$ cat src/sv/sda_pkg.sv
// Shared types and constants for the sequence distance accumulator.
`default_nettype none
package sda_pkg;

  localparam int SAMPLE_BITS   = 16;
  localparam int SQ_BITS       = 2 * SAMPLE_BITS;
  localparam int VEC_BITS      = 40;
  localparam int ROOT_FRAC     = 8;
  localparam int VEC_SHIFT     = 2 * ROOT_FRAC;
  localparam int OUT_BITS      = 48;
  localparam int MODE_BITS     = 2;
  localparam int DIMS_BITS     = 4;
  localparam int CFG_IDX_BITS  = 1;
  localparam int CFG_DATA_BITS = 4;
  localparam int FIFO_DEPTH    = 4;

  // configuration register indexes
  localparam logic [CFG_IDX_BITS-1:0] REG_MODE = 1'b0;
  localparam logic [CFG_IDX_BITS-1:0] REG_DIMS = 1'b1;

  typedef enum logic [MODE_BITS-1:0] {
    MODE_TOTAL = 2'd0,
    MODE_ABS   = 2'd1,
    MODE_NORMS = 2'd2
  } mode_e;

  typedef struct packed {
    logic signed [SAMPLE_BITS-1:0] value_a;
    logic signed [SAMPLE_BITS-1:0] value_b;
    logic                          has_a;
    logic                          has_b;
    logic                          last;
  } in_t;

  typedef struct packed {
    logic [OUT_BITS-1:0] distance;
    logic                saturated;
  } out_t;

  // one classified element, front to back
  typedef struct packed {
    logic [SAMPLE_BITS-1:0] ad;
    mode_e                  mode;
    logic                   close;
    logic                   last;
  } entry_t;

endpackage
`default_nettype wire

$ cat src/sv/sda_front.sv
// Front end: configuration, hold registers, element difference and vector bookkeeping.
`default_nettype none
module sda_front #(
  parameter int MAX_DIM = 8
) (
  input  wire logic                                clk_i,
  input  wire logic                                rst_ni,
  input  wire logic                                cfg_we_i,
  input  wire logic [sda_pkg::CFG_IDX_BITS-1:0]    cfg_index_i,
  input  wire logic [sda_pkg::CFG_DATA_BITS-1:0]   cfg_data_i,
  input  wire logic                                in_valid_i,
  output logic                                     in_stall_o,
  input  wire sda_pkg::in_t                        in_data_i,
  input  wire logic                                fifo_full_i,
  output logic                                     push_o,
  output sda_pkg::entry_t                          entry_o
);

  localparam int IW = (MAX_DIM > 1) ? $clog2(MAX_DIM) : 1;
  localparam int NW = $clog2(MAX_DIM + 1);
  localparam int CW = (sda_pkg::DIMS_BITS > NW) ? sda_pkg::DIMS_BITS : NW;
  localparam int SB = sda_pkg::SAMPLE_BITS;

  logic [sda_pkg::MODE_BITS-1:0] mode_q;
  logic [sda_pkg::DIMS_BITS-1:0] dims_q;
  logic [IW-1:0]                 dim_q, dim_d;
  logic [SB-1:0]                 held_a_q [MAX_DIM];
  logic [SB-1:0]                 held_b_q [MAX_DIM];

  logic [SB-1:0]   a, b;
  logic [SB:0]     diff, mag;
  logic [CW-1:0]   dims_ext, nd, k_next;
  logic            end_vec;
  sda_pkg::mode_e  mode_eff;

  assign in_stall_o = fifo_full_i;
  assign push_o     = in_valid_i && !fifo_full_i;

  always_comb begin
    a = in_data_i.has_a ? in_data_i.value_a : held_a_q[dim_q];
    b = in_data_i.has_b ? in_data_i.value_b : held_b_q[dim_q];
    diff = {a[SB-1], a} - {b[SB-1], b};
    mag  = diff[SB] ? (~diff + {{SB{1'b0}}, 1'b1}) : diff;

    dims_ext = CW'(dims_q);
    if (dims_q == '0) begin
      nd = CW'(1);
    end else if (dims_ext > CW'(MAX_DIM)) begin
      nd = CW'(MAX_DIM);
    end else begin
      nd = dims_ext;
    end
    k_next  = CW'(dim_q) + CW'(1);
    end_vec = (k_next >= nd);
    dim_d   = (end_vec || in_data_i.last) ? '0 : k_next[IW-1:0];

    // mode code 3 acts as total euclidean
    unique case (sda_pkg::mode_e'(mode_q))
      sda_pkg::MODE_ABS:   mode_eff = sda_pkg::MODE_ABS;
      sda_pkg::MODE_NORMS: mode_eff = sda_pkg::MODE_NORMS;
      default:             mode_eff = sda_pkg::MODE_TOTAL;
    endcase

    entry_o.ad    = mag[SB-1:0];
    entry_o.mode  = mode_eff;
    entry_o.close = end_vec || in_data_i.last;
    entry_o.last  = in_data_i.last;
  end

  always_ff @(posedge clk_i or negedge rst_ni) begin
    if (!rst_ni) begin
      mode_q <= '0;
      dims_q <= sda_pkg::DIMS_BITS'(1);
      dim_q  <= '0;
    end else begin
      if (cfg_we_i) begin
        unique case (cfg_index_i)
          sda_pkg::REG_MODE: mode_q <= cfg_data_i[sda_pkg::MODE_BITS-1:0];
          sda_pkg::REG_DIMS: dims_q <= cfg_data_i[sda_pkg::DIMS_BITS-1:0];
          default: ;
        endcase
      end
      if (push_o) begin
        dim_q <= dim_d;
      end
    end
  end

  // hold registers: no reset; the user must never fall back on a stale entry, the block does not enforce it
  always_ff @(posedge clk_i) begin
    if (push_o && in_data_i.has_a) begin
      held_a_q[dim_q] <= in_data_i.value_a;
    end
    if (push_o && in_data_i.has_b) begin
      held_b_q[dim_q] <= in_data_i.value_b;
    end
  end

endmodule
`default_nettype wire

$ cat src/sv/sda_fifo.sv
// Small queue of classified elements between front and back.
`default_nettype none
module sda_fifo (
  input  wire logic            clk_i,
  input  wire logic            rst_ni,
  input  wire logic            push_i,
  input  wire sda_pkg::entry_t entry_i,
  output logic                 full_o,
  input  wire logic            pop_i,
  output logic                 empty_o,
  output sda_pkg::entry_t      entry_o
);

  localparam int PW = $clog2(sda_pkg::FIFO_DEPTH);

  sda_pkg::entry_t mem_q [sda_pkg::FIFO_DEPTH];
  logic [PW-1:0]   wr_q, rd_q;
  logic [PW:0]     cnt_q;

  assign full_o  = (cnt_q == (PW+1)'(sda_pkg::FIFO_DEPTH));
  assign empty_o = (cnt_q == '0);
  assign entry_o = mem_q[rd_q];

  always_ff @(posedge clk_i or negedge rst_ni) begin
    if (!rst_ni) begin
      wr_q  <= '0;
      rd_q  <= '0;
      cnt_q <= '0;
    end else begin
      if (push_i) begin
        wr_q <= wr_q + PW'(1);
      end
      if (pop_i) begin
        rd_q <= rd_q + PW'(1);
      end
      if (push_i && !pop_i) begin
        cnt_q <= cnt_q + (PW+1)'(1);
      end else if (pop_i && !push_i) begin
        cnt_q <= cnt_q - (PW+1)'(1);
      end
    end
  end

  always_ff @(posedge clk_i) begin
    if (push_i) begin
      mem_q[wr_q] <= entry_i;
    end
  end

endmodule
`default_nettype wire

$ cat src/sv/sda_isqrt.sv
// Bit-serial integer square root, one root bit per cycle.
`default_nettype none
module sda_isqrt #(
  parameter int W = 56
) (
  input  wire logic         clk_i,
  input  wire logic         rst_ni,
  input  wire logic         start_i,
  input  wire logic [W-1:0] radicand_i,
  output logic              done_o,
  output logic [W/2-1:0]    root_o
);

  localparam int HW = W / 2;
  localparam int RW = HW + 2;
  localparam int NW = (HW > 1) ? $clog2(HW) : 1;

  logic          busy_q, done_q;
  logic [NW-1:0] cnt_q;
  logic [W-1:0]  rad_q;
  logic [RW-1:0] rem_q;
  logic [HW-1:0] root_q;

  logic [RW-1:0] rem_next, trial;
  logic          fits;

  assign done_o = done_q;
  assign root_o = root_q;

  always_comb begin
    rem_next = {rem_q[RW-3:0], rad_q[W-1 -: 2]};
    trial    = {root_q, 2'b01};
    fits     = (rem_next >= trial);
  end

  always_ff @(posedge clk_i or negedge rst_ni) begin
    if (!rst_ni) begin
      busy_q <= 1'b0;
      done_q <= 1'b0;
      cnt_q  <= '0;
    end else begin
      done_q <= 1'b0;
      if (start_i) begin
        busy_q <= 1'b1;
        cnt_q  <= NW'(HW - 1);
      end else if (busy_q) begin
        cnt_q <= cnt_q - NW'(1);
        if (cnt_q == '0) begin
          busy_q <= 1'b0;
          done_q <= 1'b1;
        end
      end
    end
  end

  always_ff @(posedge clk_i) begin
    if (start_i) begin
      rad_q  <= radicand_i;
      rem_q  <= '0;
      root_q <= '0;
    end else if (busy_q) begin
      rad_q <= {rad_q[W-3:0], 2'b00};
      if (fits) begin
        rem_q  <= rem_next - trial;
        root_q <= {root_q[HW-2:0], 1'b1};
      end else begin
        rem_q  <= rem_next;
        root_q <= {root_q[HW-2:0], 1'b0};
      end
    end
  end

endmodule
`default_nettype wire

$ cat src/sv/sda_back.sv
// Back end: squaring, saturating accumulation, root sequencing and result register.
`default_nettype none
module sda_back #(
  parameter int ACC_BITS = 56
) (
  input  wire logic            clk_i,
  input  wire logic            rst_ni,
  input  wire logic            empty_i,
  input  wire sda_pkg::entry_t entry_i,
  output logic                 pop_o,
  output logic                 out_valid_o,
  input  wire logic            out_stall_i,
  output sda_pkg::out_t        out_data_o
);

  localparam int SQ   = sda_pkg::SQ_BITS;
  localparam int VB   = sda_pkg::VEC_BITS;
  localparam int OB   = sda_pkg::OUT_BITS;
  localparam int VOPW = VB + sda_pkg::VEC_SHIFT;
  localparam int RMAX = (ACC_BITS > VOPW) ? ACC_BITS : VOPW;
  localparam int SQW  = ((RMAX + 1) / 2) * 2;
  localparam int RTW  = SQW / 2;
  localparam int SW0  = (ACC_BITS > SQ) ? ACC_BITS : SQ;
  localparam int SW   = ((SW0 > RTW) ? SW0 : RTW) + 1;
  localparam int DW   = (ACC_BITS > OB) ? ACC_BITS : OB;

  typedef enum logic [2:0] {
    S_RUN, S_VROOT, S_FIN, S_TROOT, S_EMIT
  } state_e;

  state_e                 state_q;
  logic                   st_valid_q;
  logic [SQ-1:0]          st_sq_q;
  logic [sda_pkg::SAMPLE_BITS-1:0] st_ad_q;
  sda_pkg::mode_e         st_mode_q;
  logic                   st_close_q, st_last_q;
  sda_pkg::mode_e         fin_mode_q;
  logic                   last_pend_q;
  logic [ACC_BITS-1:0]    total_q;
  logic [VB-1:0]          vsum_q;
  logic                   ovf_q;
  logic                   sq_start_q;
  logic [SQW-1:0]         sq_rad_q;
  logic [OB-1:0]          res_q;
  logic                   res_sat_q;
  logic                   out_valid_q;
  sda_pkg::out_t          out_q;

  logic                   sq_done;
  logic [RTW-1:0]         sq_root;
  logic                   special;
  logic [SW-1:0]          addend, tot_sum;
  logic                   tot_sat;
  logic [ACC_BITS-1:0]    tot_new;
  logic [VB:0]            vec_sum;
  logic                   vec_sat;
  logic [VB-1:0]          vsum_new;
  logic [DW-1:0]          fin_val;
  logic                   clamp;
  logic [OB-1:0]          res_d;
  logic                   emit_free;
  logic                   start_vroot, start_troot, emit_fire;

  sda_isqrt #(
    .W (SQW)
  ) u_isqrt (
    .clk_i      (clk_i),
    .rst_ni     (rst_ni),
    .start_i    (sq_start_q),
    .radicand_i (sq_rad_q),
    .done_o     (sq_done),
    .root_o     (sq_root)
  );

  assign out_valid_o = out_valid_q;
  assign out_data_o  = out_q;
  assign emit_free   = !out_valid_q || !out_stall_i;

  always_comb begin
    // staged element needs the sequencer: vector norm or a result
    special = st_valid_q &&
              ((st_close_q && (st_mode_q == sda_pkg::MODE_NORMS)) || st_last_q);
    pop_o = (state_q == S_RUN) && !special && !empty_i;

    start_vroot = (state_q == S_RUN) && st_valid_q && st_close_q &&
                  (st_mode_q == sda_pkg::MODE_NORMS);
    start_troot = (state_q == S_FIN) && (fin_mode_q == sda_pkg::MODE_TOTAL);
    emit_fire   = (state_q == S_EMIT) && emit_free;

    if (state_q == S_VROOT) begin
      addend = SW'(sq_root);
    end else begin
      case (st_mode_q)
        sda_pkg::MODE_TOTAL: addend = SW'(st_sq_q);
        sda_pkg::MODE_ABS:   addend = SW'(st_ad_q);
        default:             addend = '0;
      endcase
    end
    tot_sum = SW'(total_q) + addend;
    tot_sat = (tot_sum > SW'({ACC_BITS{1'b1}}));
    tot_new = tot_sat ? {ACC_BITS{1'b1}} : tot_sum[ACC_BITS-1:0];

    vec_sum  = {1'b0, vsum_q} + (VB+1)'(st_sq_q);
    vec_sat  = vec_sum[VB];
    vsum_new = vec_sat ? {VB{1'b1}} : vec_sum[VB-1:0];

    if (state_q == S_TROOT) begin
      fin_val = DW'(sq_root);
    end else if (fin_mode_q == sda_pkg::MODE_ABS) begin
      fin_val = DW'(total_q);
    end else begin
      fin_val = DW'(total_q >> sda_pkg::ROOT_FRAC);
    end
    clamp = (fin_val > DW'({OB{1'b1}}));
    res_d = clamp ? {OB{1'b1}} : fin_val[OB-1:0];
  end

  always_ff @(posedge clk_i or negedge rst_ni) begin
    if (!rst_ni) begin
      state_q     <= S_RUN;
      st_valid_q  <= 1'b0;
      total_q     <= '0;
      vsum_q      <= '0;
      ovf_q       <= 1'b0;
      sq_start_q  <= 1'b0;
      last_pend_q <= 1'b0;
      fin_mode_q  <= sda_pkg::MODE_TOTAL;
      out_valid_q <= 1'b0;
    end else begin
      sq_start_q <= start_vroot || start_troot;
      if (emit_fire) begin
        out_valid_q <= 1'b1;
      end else if (out_valid_q && !out_stall_i) begin
        out_valid_q <= 1'b0;
      end

      unique case (state_q)
        S_RUN: begin
          if (st_valid_q) begin
            total_q <= tot_new;
            vsum_q  <= st_close_q ? '0 : vsum_new;
            if (tot_sat || (vec_sat && (st_mode_q == sda_pkg::MODE_NORMS))) begin
              ovf_q <= 1'b1;
            end
            fin_mode_q  <= st_mode_q;
            last_pend_q <= st_last_q;
            if (st_close_q && (st_mode_q == sda_pkg::MODE_NORMS)) begin
              sq_rad_q   <= SQW'({vsum_new, {sda_pkg::VEC_SHIFT{1'b0}}});
              state_q    <= S_VROOT;
            end else if (st_last_q) begin
              state_q <= S_FIN;
            end
          end
          st_valid_q <= pop_o;
        end
        S_VROOT: begin
          if (sq_done) begin
            total_q <= tot_new;
            if (tot_sat) begin
              ovf_q <= 1'b1;
            end
            state_q <= last_pend_q ? S_FIN : S_RUN;
          end
        end
        S_FIN: begin
          if (fin_mode_q == sda_pkg::MODE_TOTAL) begin
            sq_rad_q   <= SQW'(total_q);
            state_q    <= S_TROOT;
          end else begin
            res_q     <= res_d;
            res_sat_q <= ovf_q || clamp;
            total_q   <= '0;
            ovf_q     <= 1'b0;
            state_q   <= S_EMIT;
          end
        end
        S_TROOT: begin
          if (sq_done) begin
            res_q     <= res_d;
            res_sat_q <= ovf_q || clamp;
            total_q   <= '0;
            ovf_q     <= 1'b0;
            state_q   <= S_EMIT;
          end
        end
        S_EMIT: begin
          if (emit_free) begin
            out_q.distance  <= res_q;
            out_q.saturated <= res_sat_q;
            state_q         <= S_RUN;
          end
        end
        default: state_q <= S_RUN;
      endcase
    end
  end

  // element stage payload
  always_ff @(posedge clk_i) begin
    if (pop_o) begin
      st_sq_q    <= SQ'(entry_i.ad) * SQ'(entry_i.ad);
      st_ad_q    <= entry_i.ad;
      st_mode_q  <= entry_i.mode;
      st_close_q <= entry_i.close;
      st_last_q  <= entry_i.last;
    end
  end

endmodule
`default_nettype wire

$ cat src/sv/sequence_distance_accumulator_core.sv
// Throughput: one element per cycle in the sum modes, but a last element holds the back end
// until its result is emitted; in per-vector norm mode a vector end holds it for a 28-step
// serial root. An accepted element is written into the queue and then into the back end's
// stage register; a result then passes S_FIN, S_TROOT (total mode root) and S_EMIT.
// Reset clears accumulators, queue, output valid and config (mode 0, dims 1);
// hold registers are not reset and are valid once written.
`default_nettype none
module sequence_distance_accumulator_core #(
  parameter int MAX_DIM  = 8,
  parameter int ACC_BITS = 56
) (
  input  wire logic                              clk_i,
  input  wire logic                              rst_ni,
  input  wire logic                              cfg_we_i,
  input  wire logic [sda_pkg::CFG_IDX_BITS-1:0]  cfg_index_i,
  input  wire logic [sda_pkg::CFG_DATA_BITS-1:0] cfg_data_i,
  input  wire logic                              in_valid_i,
  output logic                                   in_stall_o,
  input  wire sda_pkg::in_t                      in_data_i,
  output logic                                   out_valid_o,
  input  wire logic                              out_stall_i,
  output sda_pkg::out_t                          out_data_o
);

  logic            push, pop, full, empty;
  sda_pkg::entry_t push_entry, pop_entry;

  sda_front #(
    .MAX_DIM (MAX_DIM)
  ) u_front (
    .clk_i       (clk_i),
    .rst_ni      (rst_ni),
    .cfg_we_i    (cfg_we_i),
    .cfg_index_i (cfg_index_i),
    .cfg_data_i  (cfg_data_i),
    .in_valid_i  (in_valid_i),
    .in_stall_o  (in_stall_o),
    .in_data_i   (in_data_i),
    .fifo_full_i (full),
    .push_o      (push),
    .entry_o     (push_entry)
  );

  sda_fifo u_fifo (
    .clk_i   (clk_i),
    .rst_ni  (rst_ni),
    .push_i  (push),
    .entry_i (push_entry),
    .full_o  (full),
    .pop_i   (pop),
    .empty_o (empty),
    .entry_o (pop_entry)
  );

  sda_back #(
    .ACC_BITS (ACC_BITS)
  ) u_back (
    .clk_i       (clk_i),
    .rst_ni      (rst_ni),
    .empty_i     (empty),
    .entry_i     (pop_entry),
    .pop_o       (pop),
    .out_valid_o (out_valid_o),
    .out_stall_i (out_stall_i),
    .out_data_o  (out_data_o)
  );

endmodule
`default_nettype wire

$ cat config.mk
export PLATFORM = sky130hd
export DESIGN_NAME = sequence_distance_accumulator_core
export DESIGN_NICKNAME = d
export VERILOG_FILES = /design/src/sv/sda_pkg.sv /design/src/sv/sda_front.sv /design/src/sv/sda_fifo.sv /design/src/sv/sda_isqrt.sv /design/src/sv/sda_back.sv /design/src/sv/sequence_distance_accumulator_core.sv
export SDC_FILE = /design/constraint.sdc
export NUM_CORES = 2
export LEC_CHECK = 0
export ABC_CLOCK_PERIOD_IN_PS = 15400
export BUFFER_PORTS_ARGS = -buffer_cell sky130_fd_sc_hd__buf_2
export CAP_MARGIN = 30
export CORE_ASPECT_RATIO = 1.5
export CORE_MARGIN = 1
export CORE_UTILIZATION = 40
export DETAILED_ROUTE_END_ITERATION = 12
export PLACE_DENSITY = 0.59
export SLEW_MARGIN = 30
export SYNTH_ARGS = -nofsm -noshare
export SYNTH_HDL_FRONTEND = slang
export SYNTH_SLANG_ARGS = --single-unit
$ cat constraint.sdc
create_clock -name clk_i -period 15.4 [get_ports clk_i]
set_input_delay 3.08 -clock clk_i [delete_from_list [all_inputs] [get_ports clk_i]]
set_output_delay 3.08 -clock clk_i [all_outputs]
set_load 0.1 [all_outputs]
==> key figures <==
STA
  – Post-route minimum period: between 8 and 9 ns
  – Final setup vio count: 0
  – Fmax achieved: 125 MHz
  – Measured slew at the worst slew-check pin: between 1 and 1.5 ns
  – Setup TNS: 0 ns
  – Max-slew violations: 0
  – RSZ-0062 raised after global routing: false
  – Final period utilization: 0.521
  – Max-slew headroom: 0.330
  – Final hold vios: 0
  – Worst Skew: approximately 0.029 ns

Min path
  – Worst min path class: reg2reg
  – Hold path startpoint: u_back.res_q[34]

Global route
  – Remaining global-route overflow: 0
  – Global-route wire length before repair: around 180 mm
  – Initial antenna violation count: 3
  – Vias in the first global route: 31400
  – Largest net degree at the start of global routing: 85
  – GRT Total Usage: 0.204

Die
  – Num ports: 96
  – Core area: about 110000 um2
  – Site row count: 150
  – Die width: roughly 280 um
  – Die area: about 110000 um2
  – Initial Util: 0.405
  – Die Span Y: 414 um

Clocking
  – H-tree Lvls: 3
  – TritonCTS Buffers: 81
  – CTS tree: yes
  – Cts repair resizes: 0
  – Post-CTS Hold Buffers: 0
  – Max Buffers Root-to-Sink: 3
  – Clock Sinks: 781
  – Register clock-pin slew on the reported worst setup and hold paths: 0.06 ns
  – Clk_lat worst skew: 0.68 ns
  – Post-CTS Setup Bufs: 0
  – CTS root buf: clkbuf_16

Setup path
  – RR Startpoint: u_fifo.rd_q[1]
  – Crit path max fanout: 33
  – Delay-heaviest family, CP: adder cells
  – CP most frequent cell: fa_1
  – Crit path from: u_fifo.rd_q[1]
  – Buf/Inv on CP: 5
  – CP required: around 16 ns
  – Crit end category: register
  – Crit Path Category: reg2reg
  – Slowest stage cell, crit path: o21ai_1
  – Cell Chain, Critical Path: buf_4, mux2_2, o21ai_1, clkinv_1, nand2_1, inv_1, fa_1, fa_1, fa_1, fa_1, fa_1, inv_1, fa_1, inv_1, ha_1, a211o_1, o41ai_1, nand2b_1, a21oi_1, a21oi_1, xor2_1
  – Slowest Stage Delay on Critical Path: approximately 0.65 ns
  – Arrival time of the worst setup path: between 8 and 9 ns
  – Reg2reg setup slack: about 7.4 ns
  – Startpoint Class: register

Synthesis
  – Primary FF master, synth: edfxtp_1
  – Yosys warns: 0
  – Post-synth EDFFs: around 600
  – Ys async rst share: 0.165
  – #FFs+latches synth: between 700 and 800
  – Post-synthesis sequential area ratio: 0.492
  – Distinct cells, synth: a little over 100
  – Syn Nets: about 4500
  – Mean area per synthesized cell: between 10 and 15 um2
  – Mapped Cells: 4018
  – Synthesized area: 45200 um2

Final layout
  – P&R area growth vs syn: 10.6%
  – Layout cells sized above 1: 0.120
  – Final #Nets: between 4000 and 5000
  – FILL cells: 10400

Detailed routing
  – Total number of vias: a little over 30000
  – Max layer used: met5
  – M1 WL: ~44 mm
  – Met3 routed WL: 4.09 mm
  – Vias per std cell: ~5.4
  – Met2 wire len: ~61 mm
  – Post-DRT Antenna Nets: 0
  – DR pass1 iterations: 7
  – Wire per inst: about 21 um
  – # DRC: 0
  – 1st-iter DRT viols: ~1800
  – Routed wire length: 116 mm

Status
  – Status: completed

Flow run
  – Max Cap Viol: 0

Placement
  – PortBufs: 95
  – GP Congestion: roughly 0.9
  – HPWL after DPL: between 80 and 90 mm
-- placed cells by master (no fill, tap or decap), types with 27 or more instances in the layout --
master | netlist | final
dfrtp_1 | 128 | 123
buf_2 | 18 | 94
a211oi_1 | 41 | 41
xnor2_1 | 87 | 87
a21oi_1 | 235 | 235
ha_1 | 226 | 226
buf_4 | 1 | 52
mux4_2 | 31 | 31
nand2b_1 | 30 | 29
and3_1 | 37 | 35
and2_1 | 55 | 50
nand2_1 | 316 | 314
o31ai_1 | 57 | 57
nor2_1 | 374 | 371
a21o_1 | 54 | 54
mux2_2 | 103 | 103
clkbuf_16 | 0 | 86
fa_1 | 170 | 170
mux2i_1 | 117 | 117
a31oi_1 | 27 | 27
edfxtp_1 | 596 | 596
nand3_1 | 47 | 47
dfxtp_1 | 56 | 56
xor2_1 | 58 | 58
o21ai_0 | 205 | 205
inv_1 | 338 | 338
nor3_1 | 97 | 89
-- worst register-to-register path, cell delays in order, from the launching register on --
cell      delay [ns]
dfrtp_1         0.33
buf_4           0.42
mux2_2          0.40
o21ai_1         0.65
clkinv_1        0.58
nand2_1         0.25
inv_1           0.08
fa_1            0.46
fa_1            0.50
fa_1            0.58
fa_1            0.44
fa_1            0.54
inv_1           0.05
fa_1            0.52
inv_1           0.04
ha_1            0.37
a211o_1         0.36
o41ai_1         0.46
nand2b_1        0.20
a21oi_1         0.29
a21oi_1         0.13
xor2_1          0.15
-- kinds of logic (layout without fill, tap and decap cells) --
kind of cell,after synthesis,after routing,synth area share
and+or+nand+nor,1087,1087,0.111
AOI/OAI and AO/OA,834,834,0.119
DFF,781,781,0.492
buffers and inverters,524,639,0.0443
adders and majority gates,396,396,0.138
muxes,251,251,0.0670
xor gates and xnor gates,145,145,0.0281
other,0,2,0
-- metrics by stage --
stage	instances	instance area, um2	util	setup WS (ns)	hold WS, ns
3_3_place_gp	5427	47300	0.423	7.55	0.401
4_1_cts	5577	50000	0.448	7.42	0.403
3_5_place_dp	5429	47300	0.424	7.38	0.405
5_1_grt	5578	50000	0.448	6.89	0.422
6_report	5579	50000	0.448	7.37	0.399
2_1_floorplan	4018	45200	-	8.01	0.400
-- state kept, by name (all words and copies together), names as in the netlist, 4 cells and up --
signal                 flops
u_front.held_a_q         128
u_back.sq_rad_q           56
u_back.res_q              48
u_back.u_isqrt.cnt_q       5
u_back.u_isqrt.rad_q      56
u_fifo.mem_q              80
u_front.dims_ext           4
u_back.st_sq_q            30
u_back.total_q            56
u_back.u_isqrt.root_o     28
u_back.u_isqrt.rem_q      28
u_front.held_b_q         128
u_back.vsum_q             40
u_back.st_ad_q            16
u_back.out_data_o         49
-- final timing paths --
check	depth (start not counted)	endpoint
worst max-delay path	21	u_back.st_sq_q[28]
worst min-delay path	0	u_back.out_data_o[35]
worst max register to register	21	u_back.st_sq_q[28]
worst min register to register	0	u_back.out_data_o[35]
max in group asynchronous	2	u_back.u_isqrt.busy_q
min in group asynchronous	1	u_back.total_q[53]
-- area by class of cell --
type,count,area [um2],area share
Sequential cell,781,22300,0.445
Multi-Input combinational cell,2713,21100,0.421
Clock buffer,113,2310,0.0463
Tap cell,1444,1810,0.0361
Inverter,342,1280,0.0257
Timing Repair Buffer,149,911,0.0182
Clock inverter,35,349,0.00698
Antenna cell,2,5.00,0.000100
-- layer usage --
layer / track usage / vias up
met5: 0 / -
met4: 0.125 / 2
met3: 0.0231 / 264
met2: 0.384 / 665
met1: 0.219 / 14900
li1: - / 14500
-- Yosys cell counts, types with 30 or more instances --
master / instances / area, um2
mux2i_1: 117 / 1170
nand3_1: 47 / 235
inv_1: 338 / 1270
nand2b_1: 30 / 188
and2_1: 55 / 344
nor3_1: 97 / 485
mux4_2: 31 / 698
a21oi_1: 235 / 1180
xnor2_1: 87 / 762
clkbuf_1: 130 / 488
buf_1: 32 / 120
o31ai_1: 57 / 428
dfrtp_1: 128 / 3200
nand2_1: 316 / 1190
xor2_1: 58 / 508
fa_1: 170 / 3400
and3_1: 37 / 231
o21ai_0: 205 / 1030
a21o_1: 54 / 405
nor2_1: 374 / 1400
mux2_2: 103 / 1160
a211oi_1: 41 / 308
ha_1: 226 / 2830
dfxtp_1: 56 / 1120
edfxtp_1: 596 / 17900
Power is left out: the tool's default activity adds up to more than one toggle a clock period on the data nets, which glitch-free logic cannot reach.
